[src/design/breath_volume_segmenter_core_defines.svh]
// Assertion macros for the breath volume segmenter core.
`ifndef BREATH_VOLUME_SEGMENTER_CORE_DEFINES_SVH
`define BREATH_VOLUME_SEGMENTER_CORE_DEFINES_SVH

// Same-cycle implication, sampled on clk_i, disabled while rst_ni is low.
`define BVS_ASSERT_NOW(lbl, ante, cons, msg) \
  lbl: assert property (@(posedge clk_i) disable iff (!rst_ni) (ante) |-> (cons)) \
    else $error(msg);

// Next-cycle implication, sampled on clk_i, disabled while rst_ni is low.
`define BVS_ASSERT_NEXT(lbl, ante, cons, msg) \
  lbl: assert property (@(posedge clk_i) disable iff (!rst_ni) (ante) |=> (cons)) \
    else $error(msg);

`endif

[src/design/bvs_pkg.sv]
// Package with field widths, opcodes and register indexes of the breath segmenter.
package bvs_pkg;

  localparam int unsigned OPCODE_W = 2;
  localparam int unsigned FLOW_W   = 16;
  localparam int unsigned VOL_W    = 32;
  localparam int unsigned COUNT_W  = 16;
  localparam int unsigned THR_W    = 15;
  localparam int unsigned PERIOD_W = 10;
  localparam int unsigned PROD_W   = THR_W + PERIOD_W;
  localparam int unsigned APB_AW   = 4;
  localparam int unsigned APB_DW   = 32;

  typedef enum logic [OPCODE_W-1:0] {
    OP_SAMPLE = 2'd0,
    OP_START  = 2'd1,
    OP_STOP   = 2'd2,
    OP_NONE   = 2'd3
  } bvs_op_e;

  typedef enum logic [1:0] {
    REG_INHALE_THR = 2'd0,
    REG_EXHALE_THR = 2'd1,
    REG_PERIOD     = 2'd2,
    REG_UNUSED     = 2'd3
  } bvs_reg_e;

  localparam logic [THR_W-1:0]    INHALE_THR_RST = 15'd100;
  localparam logic [THR_W-1:0]    EXHALE_THR_RST = 15'd100;
  localparam logic [PERIOD_W-1:0] PERIOD_RST     = 10'd100;

endpackage

[src/design/bvs_if.sv]
// Valid/ready channel interfaces for the segmenter command and result streams.
interface bvs_in_if import bvs_pkg::*; ();
  logic                     valid;
  logic                     ready;
  logic [OPCODE_W-1:0]      opcode;
  logic signed [FLOW_W-1:0] flow_sample;

  modport source (output valid, opcode, flow_sample, input ready);
  modport sink   (input valid, opcode, flow_sample, output ready);
endinterface

interface bvs_out_if import bvs_pkg::*; ();
  logic               valid;
  logic               ready;
  logic [VOL_W-1:0]   current_volume;
  logic [COUNT_W-1:0] breath_tally;
  logic               breath_done;
  logic               inhaling;
  logic               session_active;
  logic               summary_valid;
  logic [VOL_W-1:0]   mean_volume;

  modport source (output valid, current_volume, breath_tally, breath_done, inhaling,
                  session_active, summary_valid, mean_volume, input ready);
  modport sink   (input valid, current_volume, breath_tally, breath_done, inhaling,
                  session_active, summary_valid, mean_volume, output ready);
endinterface

[src/design/bvs_ram.sv]
// Generic single-write, single-read RAM with registered read data.
module bvs_ram #(
  parameter int unsigned WIDTH = 32,
  parameter int unsigned DEPTH = 10
) (
  input  logic                                       clk_i,
  input  logic                                       we_i,
  input  logic [(DEPTH > 1 ? $clog2(DEPTH) : 1)-1:0] waddr_i,
  input  logic [WIDTH-1:0]                           wdata_i,
  input  logic [(DEPTH > 1 ? $clog2(DEPTH) : 1)-1:0] raddr_i,
  output logic [WIDTH-1:0]                           rdata_o
);

  logic [WIDTH-1:0] mem_q [DEPTH];
  logic [WIDTH-1:0] rdata_q;

  always_ff @(posedge clk_i) begin
    if (we_i) begin
      mem_q[waddr_i] <= wdata_i;
    end
    rdata_q <= mem_q[raddr_i];
  end

  assign rdata_o = rdata_q;

endmodule

[src/design/breath_volume_segmenter_core.sv]
// Top level of the breath volume segmenter: command decode, ring walk and mean divider.
//
//  channel   dir  handshake        payload
//  in_i      in   valid / ready    opcode, flow_sample
//  out_o     out  valid / ready    current_volume, breath_tally, breath_done,
//                                  inhaling, session_active, summary_valid,
//                                  mean_volume
//  apb       in   psel / penable   paddr, pwdata -> prdata (pready tied high)
//
// Samples, starts and unknown opcodes go through accept, execute and emit.
// A stop also walks the ring RAM one entry per cycle through its single read
// port, then a restoring divider produces one quotient bit per cycle, skipped
// when no entry was used, before the emit step.
// Reset is asynchronous, active low; it clears flags, counters, the ring valid
// bits and the register file. The ring RAM itself is never swept.
// A new transaction is taken whenever the core is idle, even while the last
// result still waits in the output register; a full output register stalls
// only the emit step.
`include "breath_volume_segmenter_core_defines.svh"

module breath_volume_segmenter_core import bvs_pkg::*; #(
  parameter int unsigned RING_DEPTH = 10
) (
  input  logic              clk_i,
  input  logic              rst_ni,
  bvs_in_if.sink            in_i,
  bvs_out_if.source         out_o,
  input  logic              psel,
  input  logic              penable,
  input  logic              pwrite,
  input  logic [APB_AW-1:0] paddr,
  input  logic [APB_DW-1:0] pwdata,
  output logic [APB_DW-1:0] prdata,
  output logic              pready
);

  // Ring index, entry count and divider widths all follow the ring depth.
  localparam int unsigned PW  = (RING_DEPTH > 1) ? $clog2(RING_DEPTH) : 1;
  localparam int unsigned CW  = $clog2(RING_DEPTH + 1);
  localparam int unsigned TW  = VOL_W + CW;
  localparam int unsigned DCW = $clog2(TW + 1);

  typedef enum logic [4:0] {
    ST_IDLE = 5'b00001,
    ST_EXEC = 5'b00010,
    ST_SUM  = 5'b00100,
    ST_DIV  = 5'b01000,
    ST_EMIT = 5'b10000
  } state_e;

  state_e state_q, state_d;

  // Register file.
  logic [THR_W-1:0]    inh_thr_q, exh_thr_q;
  logic [PERIOD_W-1:0] period_q;

  // Session state.
  logic               active_q, active_d;
  logic               inhale_q, inhale_d;
  logic [VOL_W-1:0]   vol_q, vol_d;
  logic [COUNT_W-1:0] count_q, count_d;
  logic [PW-1:0]      pos_q, pos_d;
  logic [RING_DEPTH-1:0] valid_q, valid_d;

  // Latched transaction and per-result flags.
  logic [OPCODE_W-1:0]      op_q;
  logic signed [FLOW_W-1:0] flow_q;
  logic [PROD_W-1:0]        prod_q;
  logic done_q, done_d;
  logic summ_q, summ_d;
  logic [VOL_W-1:0] mean_q, mean_d;

  // Ring walk and divider.
  logic [CW-1:0]  idx_q, idx_d;
  logic           rd_pend_q, rd_pend_d;
  logic           rd_ok_q, rd_ok_d;
  logic [TW-1:0]  total_q, total_d;
  logic [CW-1:0]  used_q, used_d;
  logic [CW-1:0]  rem_q, rem_d;
  logic [DCW-1:0] dcnt_q, dcnt_d;

  // RAM port signals.
  logic             ram_we;
  logic [PW-1:0]    ram_raddr;
  logic [VOL_W-1:0] ram_rdata;

  // Output register.
  logic               ovalid_q;
  logic               oload;
  logic [VOL_W-1:0]   o_vol_q;
  logic [COUNT_W-1:0] o_count_q;
  logic               o_done_q, o_inhale_q, o_active_q, o_summ_q;
  logic [VOL_W-1:0]   o_mean_q;

  logic in_fire;
  logic cfg_wr;
  logic [1:0] cfg_idx;

  // Sample classification and arithmetic.
  logic                     above_inh;
  logic                     below_exh;
  logic signed [FLOW_W:0]   flow_ext;
  logic signed [FLOW_W:0]   neg_exh;
  logic [VOL_W:0]           vol_sum;
  logic [CW:0]              trial;
  logic                     trial_ge;

  // ---------------------------------------------------------------------------
  // Configuration port: write at the access phase with pready tied high, comb read.
  // ---------------------------------------------------------------------------
  assign pready  = 1'b1;
  assign cfg_idx = paddr[3:2];
  assign cfg_wr  = psel && penable && pwrite && pready;

  always_ff @(posedge clk_i or negedge rst_ni) begin
    if (!rst_ni) begin
      inh_thr_q <= INHALE_THR_RST;
      exh_thr_q <= EXHALE_THR_RST;
      period_q  <= PERIOD_RST;
    end else if (cfg_wr) begin
      case (cfg_idx)
        REG_INHALE_THR: inh_thr_q <= pwdata[THR_W-1:0];
        REG_EXHALE_THR: exh_thr_q <= pwdata[THR_W-1:0];
        REG_PERIOD:     period_q  <= pwdata[PERIOD_W-1:0];
        default: ;
      endcase
    end
  end

  always_comb begin
    case (cfg_idx)
      REG_INHALE_THR: prdata = {{(APB_DW-THR_W){1'b0}}, inh_thr_q};
      REG_EXHALE_THR: prdata = {{(APB_DW-THR_W){1'b0}}, exh_thr_q};
      REG_PERIOD:     prdata = {{(APB_DW-PERIOD_W){1'b0}}, period_q};
      default:        prdata = '0;
    endcase
  end

  // ---------------------------------------------------------------------------
  // Input side: latch the transaction and form flow * period right away.
  // The product is only consumed when flow is above a nonnegative threshold,
  // so the magnitude bits below the sign are enough.
  // ---------------------------------------------------------------------------
  assign in_i.ready = (state_q == ST_IDLE);
  assign in_fire    = in_i.valid && in_i.ready;

  always_ff @(posedge clk_i) begin
    if (in_fire) begin
      flow_q <= in_i.flow_sample;
      prod_q <= PROD_W'(in_i.flow_sample[THR_W-1:0]) * PROD_W'(period_q);
    end
  end

  always_ff @(posedge clk_i or negedge rst_ni) begin
    if (!rst_ni) begin
      op_q <= OP_SAMPLE;
    end else if (in_fire) begin
      op_q <= in_i.opcode;
    end
  end

  assign flow_ext  = {flow_q[FLOW_W-1], flow_q};
  assign neg_exh   = (FLOW_W+1)'(0) - $signed({2'b00, exh_thr_q});
  assign above_inh = flow_q > $signed({1'b0, inh_thr_q});
  assign below_exh = flow_ext < neg_exh;
  assign vol_sum   = {1'b0, vol_q} + (VOL_W+1)'(prod_q);

  assign trial     = {rem_q, total_q[TW-1]};
  assign trial_ge  = trial >= {1'b0, used_q};

  // ---------------------------------------------------------------------------
  // Sequencer.
  // ---------------------------------------------------------------------------
  always_comb begin
    state_d   = state_q;
    active_d  = active_q;
    inhale_d  = inhale_q;
    vol_d     = vol_q;
    count_d   = count_q;
    pos_d     = pos_q;
    valid_d   = valid_q;
    done_d    = done_q;
    summ_d    = summ_q;
    mean_d    = mean_q;
    idx_d     = idx_q;
    rd_pend_d = 1'b0;
    rd_ok_d   = 1'b0;
    total_d   = total_q;
    used_d    = used_q;
    rem_d     = rem_q;
    dcnt_d    = dcnt_q;
    ram_we    = 1'b0;
    ram_raddr = idx_q[PW-1:0];
    oload     = 1'b0;

    case (state_q)
      ST_IDLE: begin
        if (in_fire) begin
          state_d = ST_EXEC;
        end
      end

      ST_EXEC: begin
        done_d  = 1'b0;
        summ_d  = 1'b0;
        mean_d  = '0;
        state_d = ST_EMIT;
        case (op_q)
          OP_SAMPLE: begin
            if (active_q) begin
              if (above_inh) begin
                inhale_d = 1'b1;
                vol_d    = vol_sum[VOL_W] ? {VOL_W{1'b1}} : vol_sum[VOL_W-1:0];
              end else if (below_exh && inhale_q) begin
                // Close the breath: store it, advance the ring, count it.
                inhale_d       = 1'b0;
                ram_we         = 1'b1;
                valid_d[pos_q] = 1'b1;
                pos_d          = (pos_q == PW'(RING_DEPTH - 1)) ? '0 : pos_q + 1'b1;
                count_d        = count_q + 1'b1;
                vol_d          = '0;
                done_d         = 1'b1;
              end
            end
          end
          OP_START: begin
            // Dropping the valid bits empties the ring without a RAM write.
            active_d = 1'b1;
            vol_d    = '0;
            count_d  = '0;
            valid_d  = '0;
          end
          OP_STOP: begin
            active_d = 1'b0;
            summ_d   = 1'b1;
            idx_d    = '0;
            total_d  = '0;
            used_d   = '0;
            state_d  = ST_SUM;
          end
          default: ;
        endcase
      end

      ST_SUM: begin
        // Issue one read per cycle; accumulate the entry read last cycle if valid and nonzero.
        if (idx_q != CW'(RING_DEPTH)) begin
          rd_pend_d = 1'b1;
          rd_ok_d   = valid_q[idx_q[PW-1:0]];
          idx_d     = idx_q + 1'b1;
        end
        if (rd_pend_q && rd_ok_q && (ram_rdata != '0)) begin
          total_d = total_q + TW'(ram_rdata);
          used_d  = used_q + 1'b1;
        end
        if (idx_q == CW'(RING_DEPTH) && !rd_pend_q) begin
          rem_d   = '0;
          dcnt_d  = '0;
          state_d = ST_DIV;
        end
      end

      ST_DIV: begin
        if (used_q == '0) begin
          mean_d  = '0;
          state_d = ST_EMIT;
        end else begin
          // Restoring division, one quotient bit per cycle into total_q.
          rem_d   = trial_ge ? CW'(trial - {1'b0, used_q}) : trial[CW-1:0];
          total_d = {total_q[TW-2:0], trial_ge};
          dcnt_d  = dcnt_q + 1'b1;
          if (dcnt_q == DCW'(TW - 1)) begin
            mean_d  = total_d[VOL_W-1:0];
            state_d = ST_EMIT;
          end
        end
      end

      ST_EMIT: begin
        if (!ovalid_q || out_o.ready) begin
          oload   = 1'b1;
          state_d = ST_IDLE;
        end
      end

      default: state_d = ST_IDLE;
    endcase
  end

  always_ff @(posedge clk_i or negedge rst_ni) begin
    if (!rst_ni) begin
      state_q   <= ST_IDLE;
      active_q  <= 1'b0;
      inhale_q  <= 1'b0;
      vol_q     <= '0;
      count_q   <= '0;
      pos_q     <= '0;
      valid_q   <= '0;
      done_q    <= 1'b0;
      summ_q    <= 1'b0;
      mean_q    <= '0;
      idx_q     <= '0;
      rd_pend_q <= 1'b0;
      rd_ok_q   <= 1'b0;
      used_q    <= '0;
      dcnt_q    <= '0;
    end else begin
      state_q   <= state_d;
      active_q  <= active_d;
      inhale_q  <= inhale_d;
      vol_q     <= vol_d;
      count_q   <= count_d;
      pos_q     <= pos_d;
      valid_q   <= valid_d;
      done_q    <= done_d;
      summ_q    <= summ_d;
      mean_q    <= mean_d;
      idx_q     <= idx_d;
      rd_pend_q <= rd_pend_d;
      rd_ok_q   <= rd_ok_d;
      used_q    <= used_d;
      dcnt_q    <= dcnt_d;
    end
  end

  always_ff @(posedge clk_i) begin
    total_q <= total_d;
    rem_q   <= rem_d;
  end

  // ---------------------------------------------------------------------------
  // Breath ring storage.
  // ---------------------------------------------------------------------------
  bvs_ram #(
    .WIDTH (VOL_W),
    .DEPTH (RING_DEPTH)
  ) u_ring (
    .clk_i   (clk_i),
    .we_i    (ram_we),
    .waddr_i (pos_q),
    .wdata_i (vol_q),
    .raddr_i (ram_raddr),
    .rdata_o (ram_rdata)
  );

  // ---------------------------------------------------------------------------
  // Output register: hold the result until the sink takes it.
  // ---------------------------------------------------------------------------
  always_ff @(posedge clk_i or negedge rst_ni) begin
    if (!rst_ni) begin
      ovalid_q <= 1'b0;
    end else if (oload) begin
      ovalid_q <= 1'b1;
    end else if (out_o.ready) begin
      ovalid_q <= 1'b0;
    end
  end

  always_ff @(posedge clk_i) begin
    if (oload) begin
      o_vol_q    <= vol_q;
      o_count_q  <= count_q;
      o_done_q   <= done_q;
      o_inhale_q <= inhale_q;
      o_active_q <= active_q;
      o_summ_q   <= summ_q;
      o_mean_q   <= mean_q;
    end
  end

  assign out_o.valid          = ovalid_q;
  assign out_o.current_volume = o_vol_q;
  assign out_o.breath_tally   = o_count_q;
  assign out_o.breath_done    = o_done_q;
  assign out_o.inhaling       = o_inhale_q;
  assign out_o.session_active = o_active_q;
  assign out_o.summary_valid  = o_summ_q;
  assign out_o.mean_volume    = o_mean_q;

  // ---------------------------------------------------------------------------
  // Assertions.
  // ---------------------------------------------------------------------------
  `BVS_ASSERT_NOW(a_ring_wr_in_session, ram_we, (state_q == ST_EXEC) && active_q,
                  "ring written outside an active sample step")
  `BVS_ASSERT_NOW(a_pos_in_range, 1'b1, pos_q <= PW'(RING_DEPTH - 1),
                  "ring position beyond ring depth")
  `BVS_ASSERT_NOW(a_used_bounded, state_q == ST_DIV, used_q <= CW'(RING_DEPTH),
                  "more used entries than ring depth")
  `BVS_ASSERT_NOW(a_done_clears, ovalid_q && o_done_q,
                  (o_vol_q == '0) && !o_inhale_q && !o_summ_q,
                  "closed breath left volume or inhale flag set")
  `BVS_ASSERT_NEXT(a_summary_ends_session, oload && summ_q,
                   ovalid_q && o_summ_q && !o_active_q,
                   "summary result with session still active")

endmodule
[src/flat_wrapper.sv]
// flat-port wrapper written by rule: the top's interface ports become plain ports
module breath_volume_segmenter_core_flat import bvs_pkg::*;
#(
  parameter int unsigned RING_DEPTH = 10
)
  (clk_i, rst_ni, psel, penable, pwrite, paddr, pwdata, prdata, pready, in_i_valid, in_i_opcode, in_i_flow_sample, in_i_ready, out_o_valid, out_o_current_volume, out_o_breath_tally, out_o_breath_done, out_o_inhaling, out_o_session_active, out_o_summary_valid, out_o_mean_volume, out_o_ready);
  bvs_in_if in_i_i ();
  bvs_out_if out_o_i ();
  input  logic clk_i;
  input  logic rst_ni;
  input  logic psel;
  input  logic penable;
  input  logic pwrite;
  input  logic [APB_AW-1:0] paddr;
  input  logic [APB_DW-1:0] pwdata;
  output logic [APB_DW-1:0] prdata;
  output logic pready;
  input wire logic [$bits(in_i_i.valid)-1:0] in_i_valid;
  input wire logic [$bits(in_i_i.opcode)-1:0] in_i_opcode;
  input wire logic [$bits(in_i_i.flow_sample)-1:0] in_i_flow_sample;
  output wire logic [$bits(in_i_i.ready)-1:0] in_i_ready;
  output wire logic [$bits(out_o_i.valid)-1:0] out_o_valid;
  output wire logic [$bits(out_o_i.current_volume)-1:0] out_o_current_volume;
  output wire logic [$bits(out_o_i.breath_tally)-1:0] out_o_breath_tally;
  output wire logic [$bits(out_o_i.breath_done)-1:0] out_o_breath_done;
  output wire logic [$bits(out_o_i.inhaling)-1:0] out_o_inhaling;
  output wire logic [$bits(out_o_i.session_active)-1:0] out_o_session_active;
  output wire logic [$bits(out_o_i.summary_valid)-1:0] out_o_summary_valid;
  output wire logic [$bits(out_o_i.mean_volume)-1:0] out_o_mean_volume;
  input wire logic [$bits(out_o_i.ready)-1:0] out_o_ready;
  assign in_i_i.valid = in_i_valid;
  assign in_i_i.opcode = in_i_opcode;
  assign in_i_i.flow_sample = in_i_flow_sample;
  assign in_i_ready = in_i_i.ready;
  assign out_o_valid = out_o_i.valid;
  assign out_o_current_volume = out_o_i.current_volume;
  assign out_o_breath_tally = out_o_i.breath_tally;
  assign out_o_breath_done = out_o_i.breath_done;
  assign out_o_inhaling = out_o_i.inhaling;
  assign out_o_session_active = out_o_i.session_active;
  assign out_o_summary_valid = out_o_i.summary_valid;
  assign out_o_mean_volume = out_o_i.mean_volume;
  assign out_o_i.ready = out_o_ready;
  breath_volume_segmenter_core #(.RING_DEPTH(RING_DEPTH)) u_core (.clk_i(clk_i), .rst_ni(rst_ni), .in_i(in_i_i), .out_o(out_o_i), .psel(psel), .penable(penable), .pwrite(pwrite), .paddr(paddr), .pwdata(pwdata), .prdata(prdata), .pready(pready));
endmodule
[config.mk]
export PLATFORM = sky130hd
export DESIGN_NAME = breath_volume_segmenter_core_flat
export DESIGN_NICKNAME = d
export VERILOG_FILES = /design/src/design/bvs_pkg.sv /design/src/design/bvs_if.sv /design/src/design/bvs_ram.sv /design/src/design/breath_volume_segmenter_core.sv /design/src/flat_wrapper.sv
export VERILOG_INCLUDE_DIRS = /design/src /design/src/design
export SDC_FILE = /design/constraint.sdc
export NUM_CORES = 1
export LEC_CHECK = 0
export BUFFER_PORTS_ARGS = -buffer_cell sky130_fd_sc_hd__buf_2
export CAP_MARGIN = 10
export CORE_MARGIN = 2
export CORE_UTILIZATION = 41
export CTS_BUF_LIST = sky130_fd_sc_hd__clkbuf_4
export DETAILED_ROUTE_END_ITERATION = 16
export PLACE_DENSITY = 0.54
export RECOVER_POWER = 25
export SKIP_CTS_REPAIR_TIMING = 1
export SLEW_MARGIN = 20
export SYNTH_ARGS = -nofsm -noshare
export SYNTH_HDL_FRONTEND = slang
export SYNTH_SLANG_ARGS = --single-unit
[constraint.sdc]
create_clock -name clk_i -period 7.95 [get_ports clk_i]
set_input_delay 1.1925 -clock clk_i [delete_from_list [all_inputs] [get_ports clk_i]]
set_output_delay 1.1925 -clock clk_i [all_outputs]
set_load 0.02 [all_outputs]
; After elaboration in Yosys (flattened, before gate mapping)
; Memories as Yosys holds them, arrays and structs flattened. A register that Yosys moved wholly into a read port is not among the register bits.
; Index checks and enable logic that the tools add are counted.
[op_classes]
magnitude_cmp = 6
bitwise = 2
n_eq_ne = 25
n_mux = 64
n_mul = 1
add_sub_neg = 9
reduce_logical = 37
[op_table]
columns = op, count
row1 = $mux 32, 6
row2 = $pmux 32 s2, 2
row3 = $mux 36, 3
row4 = $pmux 36 s3, 1
row5 = $mux 16, 3
row6 = $pmux 15 s3, 1
row7 = $add 36x32->36, 1
row8 = $add 32x25->33, 1
row9 = $pmux 16 s2, 1
row10 = $reduce_bool 32->1, 1
row11 = $mux 10, 3
row12 = $mux 5, 6
row13 = $mux 4, 7
row14 = $mul 15x10->25, 1
row15 = $pmux 5 s5, 1
row16 = $pmux 4 s2, 3
row17 = $mux 1, 20
row18 = $pmux 10 s2, 1
row19 = $add 16x1->16 const B, 1
row20 = $gt 16x16->1, 1
row21 = $lt 16x16->1, 1
row22 = $reduce_and 4->1, 4
row23 = $sub 1x15->16 const A, 1
row24 = $reduce_bool 2->1, 7
row25 = 35 further kinds, 67
[word_totals]
ff_bits = 327
elab_cells = 176
mem_bits_rw = 320
memories = 1
[memory_table]
columns = memory, depth, word_bits, read_ports, rd_ports_with_merged_regs, write_ports, line_no
row1 = u_core.u_ring.mem_q, 10, 32, 1, 1, 1, bvs_ram.sv:14  ; logic [WIDTH-1:0] mem_q [DEPTH];

; Logic depth before layout (Yosys ltp)
[depth]
depth_word = 10
mapped_depth = 24
mapped_depth_nobuf = 21

; Hierarchy
; From an unflattened synthesis, not the netlist that was laid out.
[unflattened]
hier_cells = 2794
area_unflattened_um2 = 34805.9
[modules_own_cells]
columns = mod, seq_area_each_um2, area_per_inst_um2, cells_per_inst, n_inst
row1 = breath_volume_segmenter_core, 9021.2, 21515.6, 2096, 1
row2 = bvs_ram, 10249.8, 13290.2, 698, 1

; Worst setup path after synthesis
; No wires, ideal clock.
[synth_timing]
path_kind = register to register
start = reg u_core.exh_thr_q[4]
end = mem u_core.u_ring.mem_q[0][0], enable pin
path_stages_with_launch = 16
arrival_ps = 6605
synth_period_minus_slack_ps = 7118
required_ps = 7437
path_slack_ps = 832
path_cell_list = dfrtp_1 -> or4_1 -> nor4_1 -> nand2_1 -> or2_2 -> nand2_1 -> ha_1 -> a21o_1 -> a21o_1 -> a21o_1 -> a211oi_1 -> o211ai_1 -> nand2b_1 -> buf_2 -> buf_2 -> nor4b_1
[synth_via]
elab_chain_cells = 10
[synth_rtl]
columns = item, line_no
row1 = start: declaration, breath_volume_segmenter_core.sv:54  ; logic [THR_W-1:0] inh_thr_q, exh_thr_q;
row2 = start signal: assignment, breath_volume_segmenter_core.sv:123  ; REG_EXHALE_THR: exh_thr_q <= pwdata[THR_W-1:0];
row3 = $sub 1x15->16, breath_volume_segmenter_core.sv:163  ; assign neg_exh = (FLOW_W+1)'(0) - $signed({2'b00, exh_thr_q});
row4 = $lt 16x16->1, breath_volume_segmenter_core.sv:165  ; assign below_exh = flow_ext < neg_exh;
row5 = $logic_and 1x1->1, breath_volume_segmenter_core.sv:214  ; end else if (below_exh && inhale_q) begin
row6 = $mux 1, breath_volume_segmenter_core.sv:214
row7 = $mux 1, breath_volume_segmenter_core.sv:211  ; if (above_inh) begin
row8 = $mux 1, breath_volume_segmenter_core.sv:210  ; if (active_q) begin
row9 = $mux 1, breath_volume_segmenter_core.sv:208  ; case (op_q)
row10 = $mux 1, breath_volume_segmenter_core.sv:196  ; case (state_q)
row11 = $mux 1, bvs_ram.sv:18  ; if (we_i) begin
row12 = $mux 1 (implied by the code), bvs_ram.sv:19  ; mem_q[waddr_i] <= wdata_i;
row13 = end: declaration, bvs_ram.sv:14
; No other way between the ends.

; Worst setup path after layout
[layout_timing]
start = reg u_core.period_q[3]
end = reg u_core.prod_q[24] (data pin)
[layout_via]
elab_chain_cells = 1
[layout_rtl]
columns = item, line_no
row1 = start: declaration, breath_volume_segmenter_core.sv:55  ; logic [PERIOD_W-1:0] period_q;
row2 = start signal: assignment, breath_volume_segmenter_core.sv:124  ; REG_PERIOD: period_q <= pwdata[PERIOD_W-1:0];
row3 = $mul 15x10->25, breath_volume_segmenter_core.sv:150  ; prod_q <= PROD_W'(in_i.flow_sample[THR_W-1:0]) * PROD_W'(period_q);
row4 = end signal: assignment, breath_volume_segmenter_core.sv:150
row5 = end: declaration, breath_volume_segmenter_core.sv:68  ; logic [PROD_W-1:0] prod_q;
; No other way between the ends.
; A chain may end at the register's enable or synchronous reset.

==> results by group <==
Synth
  • Async SR Flop Fraction: 0.239
  • Post-synth cell types: 85
  • Synth top area share: 0.424
  • EDFF count, synth: a little under 500
  • Cells after synthesis: between 2000 and 3000
  • Syn Area/Cell: 12.6 sq um
  • Yosys warns: 0
  • Synth area leaders: edfxtp_1, dfrtp_1, fa_1, ha_1, mux4_2
  • Seq/Total Area, Yosys: 0.561
  • Top FF cell, synth: edfxtp_1
  • #FFs+latches synth: between 600 and 700
  • Synth area leader: edfxtp_1
  • Synth Cell Area: around 0.034 sq mm

Timing
  • Max-slew headroom: -1.04
  • Final period utilization: 0.801
  • Tmin final: about 6.4 ns
  • Slew Viols, Final: between 50 and 60
  • Worst-Margin Slew: about 3.1 ns
  • Final Hold Viols: 0
  • Achievable frequency: 157 MHz
  • Final Skew: ~0.06 ns
  • RSZ-0062 raised after global routing: false
  • Setup TNS: 0 ns
  • Final setup vio count: 0

Routing
  • Iter 0 DRT Violations: 1437
  • Vias: around 22000
  • Drt wl/cell: ~19 um
  • First drt pass iteration count: 6
  • Via density per instance: between 5 and 6
  • # DRC: 0
  • Post-route ant nets: 0
  • Drt total wl: roughly 79 mm

Power
  • Pwr Density: between 300 and 400 mW/mm^2
  • Peak supply drop: 0.000392 V
  • P_leak: about 15 nW

Clock tree
  • CTS Buffer Depth: 3
  • Clk_lat worst skew: 1.00 ns
  • H-tree levels: 4
  • Root Buffer: clkbuf_4
  • Worst-path clk slew: roughly 0.070 ns
  • Clk sinks: approximately 680
  • CTS buffer count: roughly 180
  • CTS tree: yes

Placed design
  • GPL Wtd Cong: 0.865
  • Post-DP Area: roughly 0.036 sq mm
  • Buffers on Ports: 142
  • Post-detail-place hpwl: roughly 54 mm

Setup path
  • Crit path launch: u_core.period_q[3]$_DFFE_PN0P_
  • CP Capture Type: register
  • Crit-path cells: nand2_1 > fa_1 > inv_1 > fa_1 > inv_1 > fa_1 > inv_1 > fa_1 > inv_1 > fa_1 > inv_1 > ha_1 > or3_1 > a221oi_2 > o31ai_2 > a2111oi_4 > o41ai_1 > o31ai_1 > nand2b_1 > a21oi_1 > xnor2_1
  • Critical Path Slowest Stage Cell: dfrtp_1
  • CP max stage delay: roughly 0.77 ns
  • Flop-to-flop setup slack: between 1.5 and 2 ns
  • WP data required: a little under 9 ns
  • Critical path type: reg2reg
  • Worst EP arrival: 7.08 ns
  • Worst Setup Start Kind: register
  • R2R Path Start: u_core.period_q[3]$_DFFE_PN0P_
  • Reg2reg end: u_core.prod_q[24]$_DFFE_PP_
  • CP max FO: 17
  • Buffer and inverter count on the worst path: 5
  • Cell depth of the worst flop-to-flop path: 21
  • Cell family with most CP delay: adder cells

Floorplan
  • Die Footprint: around 0.086 sq mm
  • Core area: roughly 0.083 sq mm
  • Number of core rows: 106
  • Die Y: around 300 um
  • Io pins: 180
  • Die W: 294 um
  • Initial Utilization: 0.413

Global routing
  • Most Crowded Layer GR: met2
  • Remaining Overflow, GRT: 0
  • Global Route met1 Usage: 0.230
  • GR met3 Demand/Resource: 0.0364
  • Largest net degree at the start of global routing: 70
  • Global-route wire length before repair: between 100 and 150 mm
  • Vias in the first global route: approximately 23000
  • Initial antenna violation count: 3
  • Gr usage total: 0.187
  • Met2 usage: 0.327

Cells and area
  • Post-route design area: just under 0.04 sq mm
  • NumNets Final: between 3000 and 4000
  • P&R area growth vs syn: 12.7%
  • Share of layout cells above drive strength 1: 0.195

Worst hold path
  • Hold path depth: 0
  • Hold Crit Start: u_core.mean_q[27]$_DFFE_PN0P_
  • Hold WC Path Type: reg2reg
  • Min-Delay Endpoint: u_core.out_o.mean_volume[27]$_DFFE_PP_

Status
  • Outcome: finished with violations
  • Violated checks: capacitance limit, slew limit

Run
  • Maxcap violations: 1
==> cell usage in the layout (no fill, tap or decap), drive strengths merged, types with 24 or more instances in the layout <==
master,instances
a21o,41
o21ai,179
and2,80
fa,105
mux2i,53
xor2,45
clkinv,34
ha,161
dfxtp,32
nor2b,51
nor2,115
nor3,37
dfrtp,152
a21oi,120
buf,155
xnor2,43
nand4,24
mux4,66
nand3,33
inv,164
edfxtp,485
a211oi,46
clkbuf,306
mux2,26
nand2,323
==> layer usage <==
metal / share of wire / routed length, um
met5: 0 / 0
met4: 0.022 / 1730
met2: 0.51 / 40200
met1: 0.43 / 33900
met3: 0.044 / 3450
==> through the flow <==
stage | cells | worst slack (ns) | total power, mW | hold WS, ns | util
final | 4191 | 1.59 | 13.8 | 0.431 | 0.465
after global routing | 4191 | 1.20 | 14.9 | 0.330 | 0.465
after CTS | 4189 | 1.59 | 14.0 | 0.0434 | 0.466
after detailed placement | 3856 | 1.02 | 10.6 | 0.432 | 0.435
after global placement | 3856 | 1.01 | 10.5 | 0.432 | 0.435
after floorplan | 2734 | 0.832 | 9.23 | 0.425 | -
==> worst max path at each step <==
| stage | to | cells after the start |
|---|---|---|
| 2_1_floorplan | u_core.u_ring.mem_q[0][0]$_DFFE_PP_ | 15 |
| 3_5_place_dp | u_core.prod_q[24]$_DFFE_PP_ | 22 |
| 5_1_grt | u_core.prod_q[24]$_DFFE_PP_ | 21 |
| 6_report | u_core.prod_q[24]$_DFFE_PP_ | 21 |
| 4_1_cts | u_core.prod_q[24]$_DFFE_PP_ | 21 |
| 3_3_place_gp | u_core.prod_q[24]$_DFFE_PP_ | 22 |
==> cells in the mapped netlist, types with 8 or more instances <==
cell type,instances
o31ai_1,12
a21oi_1,117
and3_1,10
edfxtp_1,485
o211ai_1,8
o21a_1,15
mux2i_1,53
inv_1,160
nand4_1,24
buf_2,11
dfstp_2,10
or3_1,11
nand2b_1,16
o21ai_1,81
o21bai_1,8
nor3_1,35
and2_1,79
o21ai_0,98
dfrtp_1,152
nand2_1,323
ha_1,161
clkbuf_1,93
mux4_2,66
nor2_1,113
nor4_1,15
xnor2_1,43
nor2b_1,51
mux2_2,26
buf_4,20
fa_1,105
nand3_1,32
a211oi_1,45
a31oi_1,10
xor2_1,45
a21o_1,41
dfxtp_1,32
==> sequential cells by signal, indices dropped and copies added, names as in the netlist, 10 cells and up <==
signal / flops
u_core.prod_q: 25
u_core.exh_thr_q: 15
u_core.out_o.breath_tally: 16
u_core.inh_thr_q: 15
u_core.u_ring.rdata_o: 32
u_core.flow_q: 16
u_core.mean_q: 32
u_core.count_q: 16
u_core.u_ring.mem_q: 320
u_core.out_o.current_volume: 32
u_core.vol_q: 32
u_core.period_q: 10
u_core.valid_q: 10
u_core.total_q: 36
u_core.out_o.mean_volume: 32
==> kinds of logic (layout without fill, tap and decap cells) <==
family	count (synthesis)	count (layout)	synth area share
mux	145	145	0.0672
fa+ha+maj	266	266	0.120
buf+inv	291	666	0.0344
xor+xnor	88	88	0.0224
simple gates	750	750	0.105
flops	679	679	0.561
other cells	2	20	0.000218
compound gates	497	497	0.0908
==> worst reg2reg max path: cells and delay by family, from the launching register on <==
kind / cells / cell delay [ns]
adders and majority gates: 6 / 2.80
AOI/OAI and AO/OA: 6 / 1.55
DFF: 1 / 0.77
and+or+nand+nor: 3 / 0.68
buffers and inverters: 5 / 0.24
xor gates and xnor gates: 1 / 0.08
==> final cells by class <==
cell class / count / area [sq um]
fill: 7625 / 44500
sequential: 679 / 19300
multi-input combinational: 1764 / 14100
clock buffer: 289 / 2170
tap: 1080 / 1350
timing repair buffer: 172 / 915
inverter: 161 / 604
clock inverter: 44 / 347
antenna: 2 / 5.00
==> power breakdown <==
part	leakage, nW	switching [mW]	internal, mW
Combinational	7.15	3.22	2.36
Clock	1.49	1.43	1.84
Sequential	6.53	0.443	4.49
Total	15.2	5.10	8.69
Power figures use the tool's default switching activity.
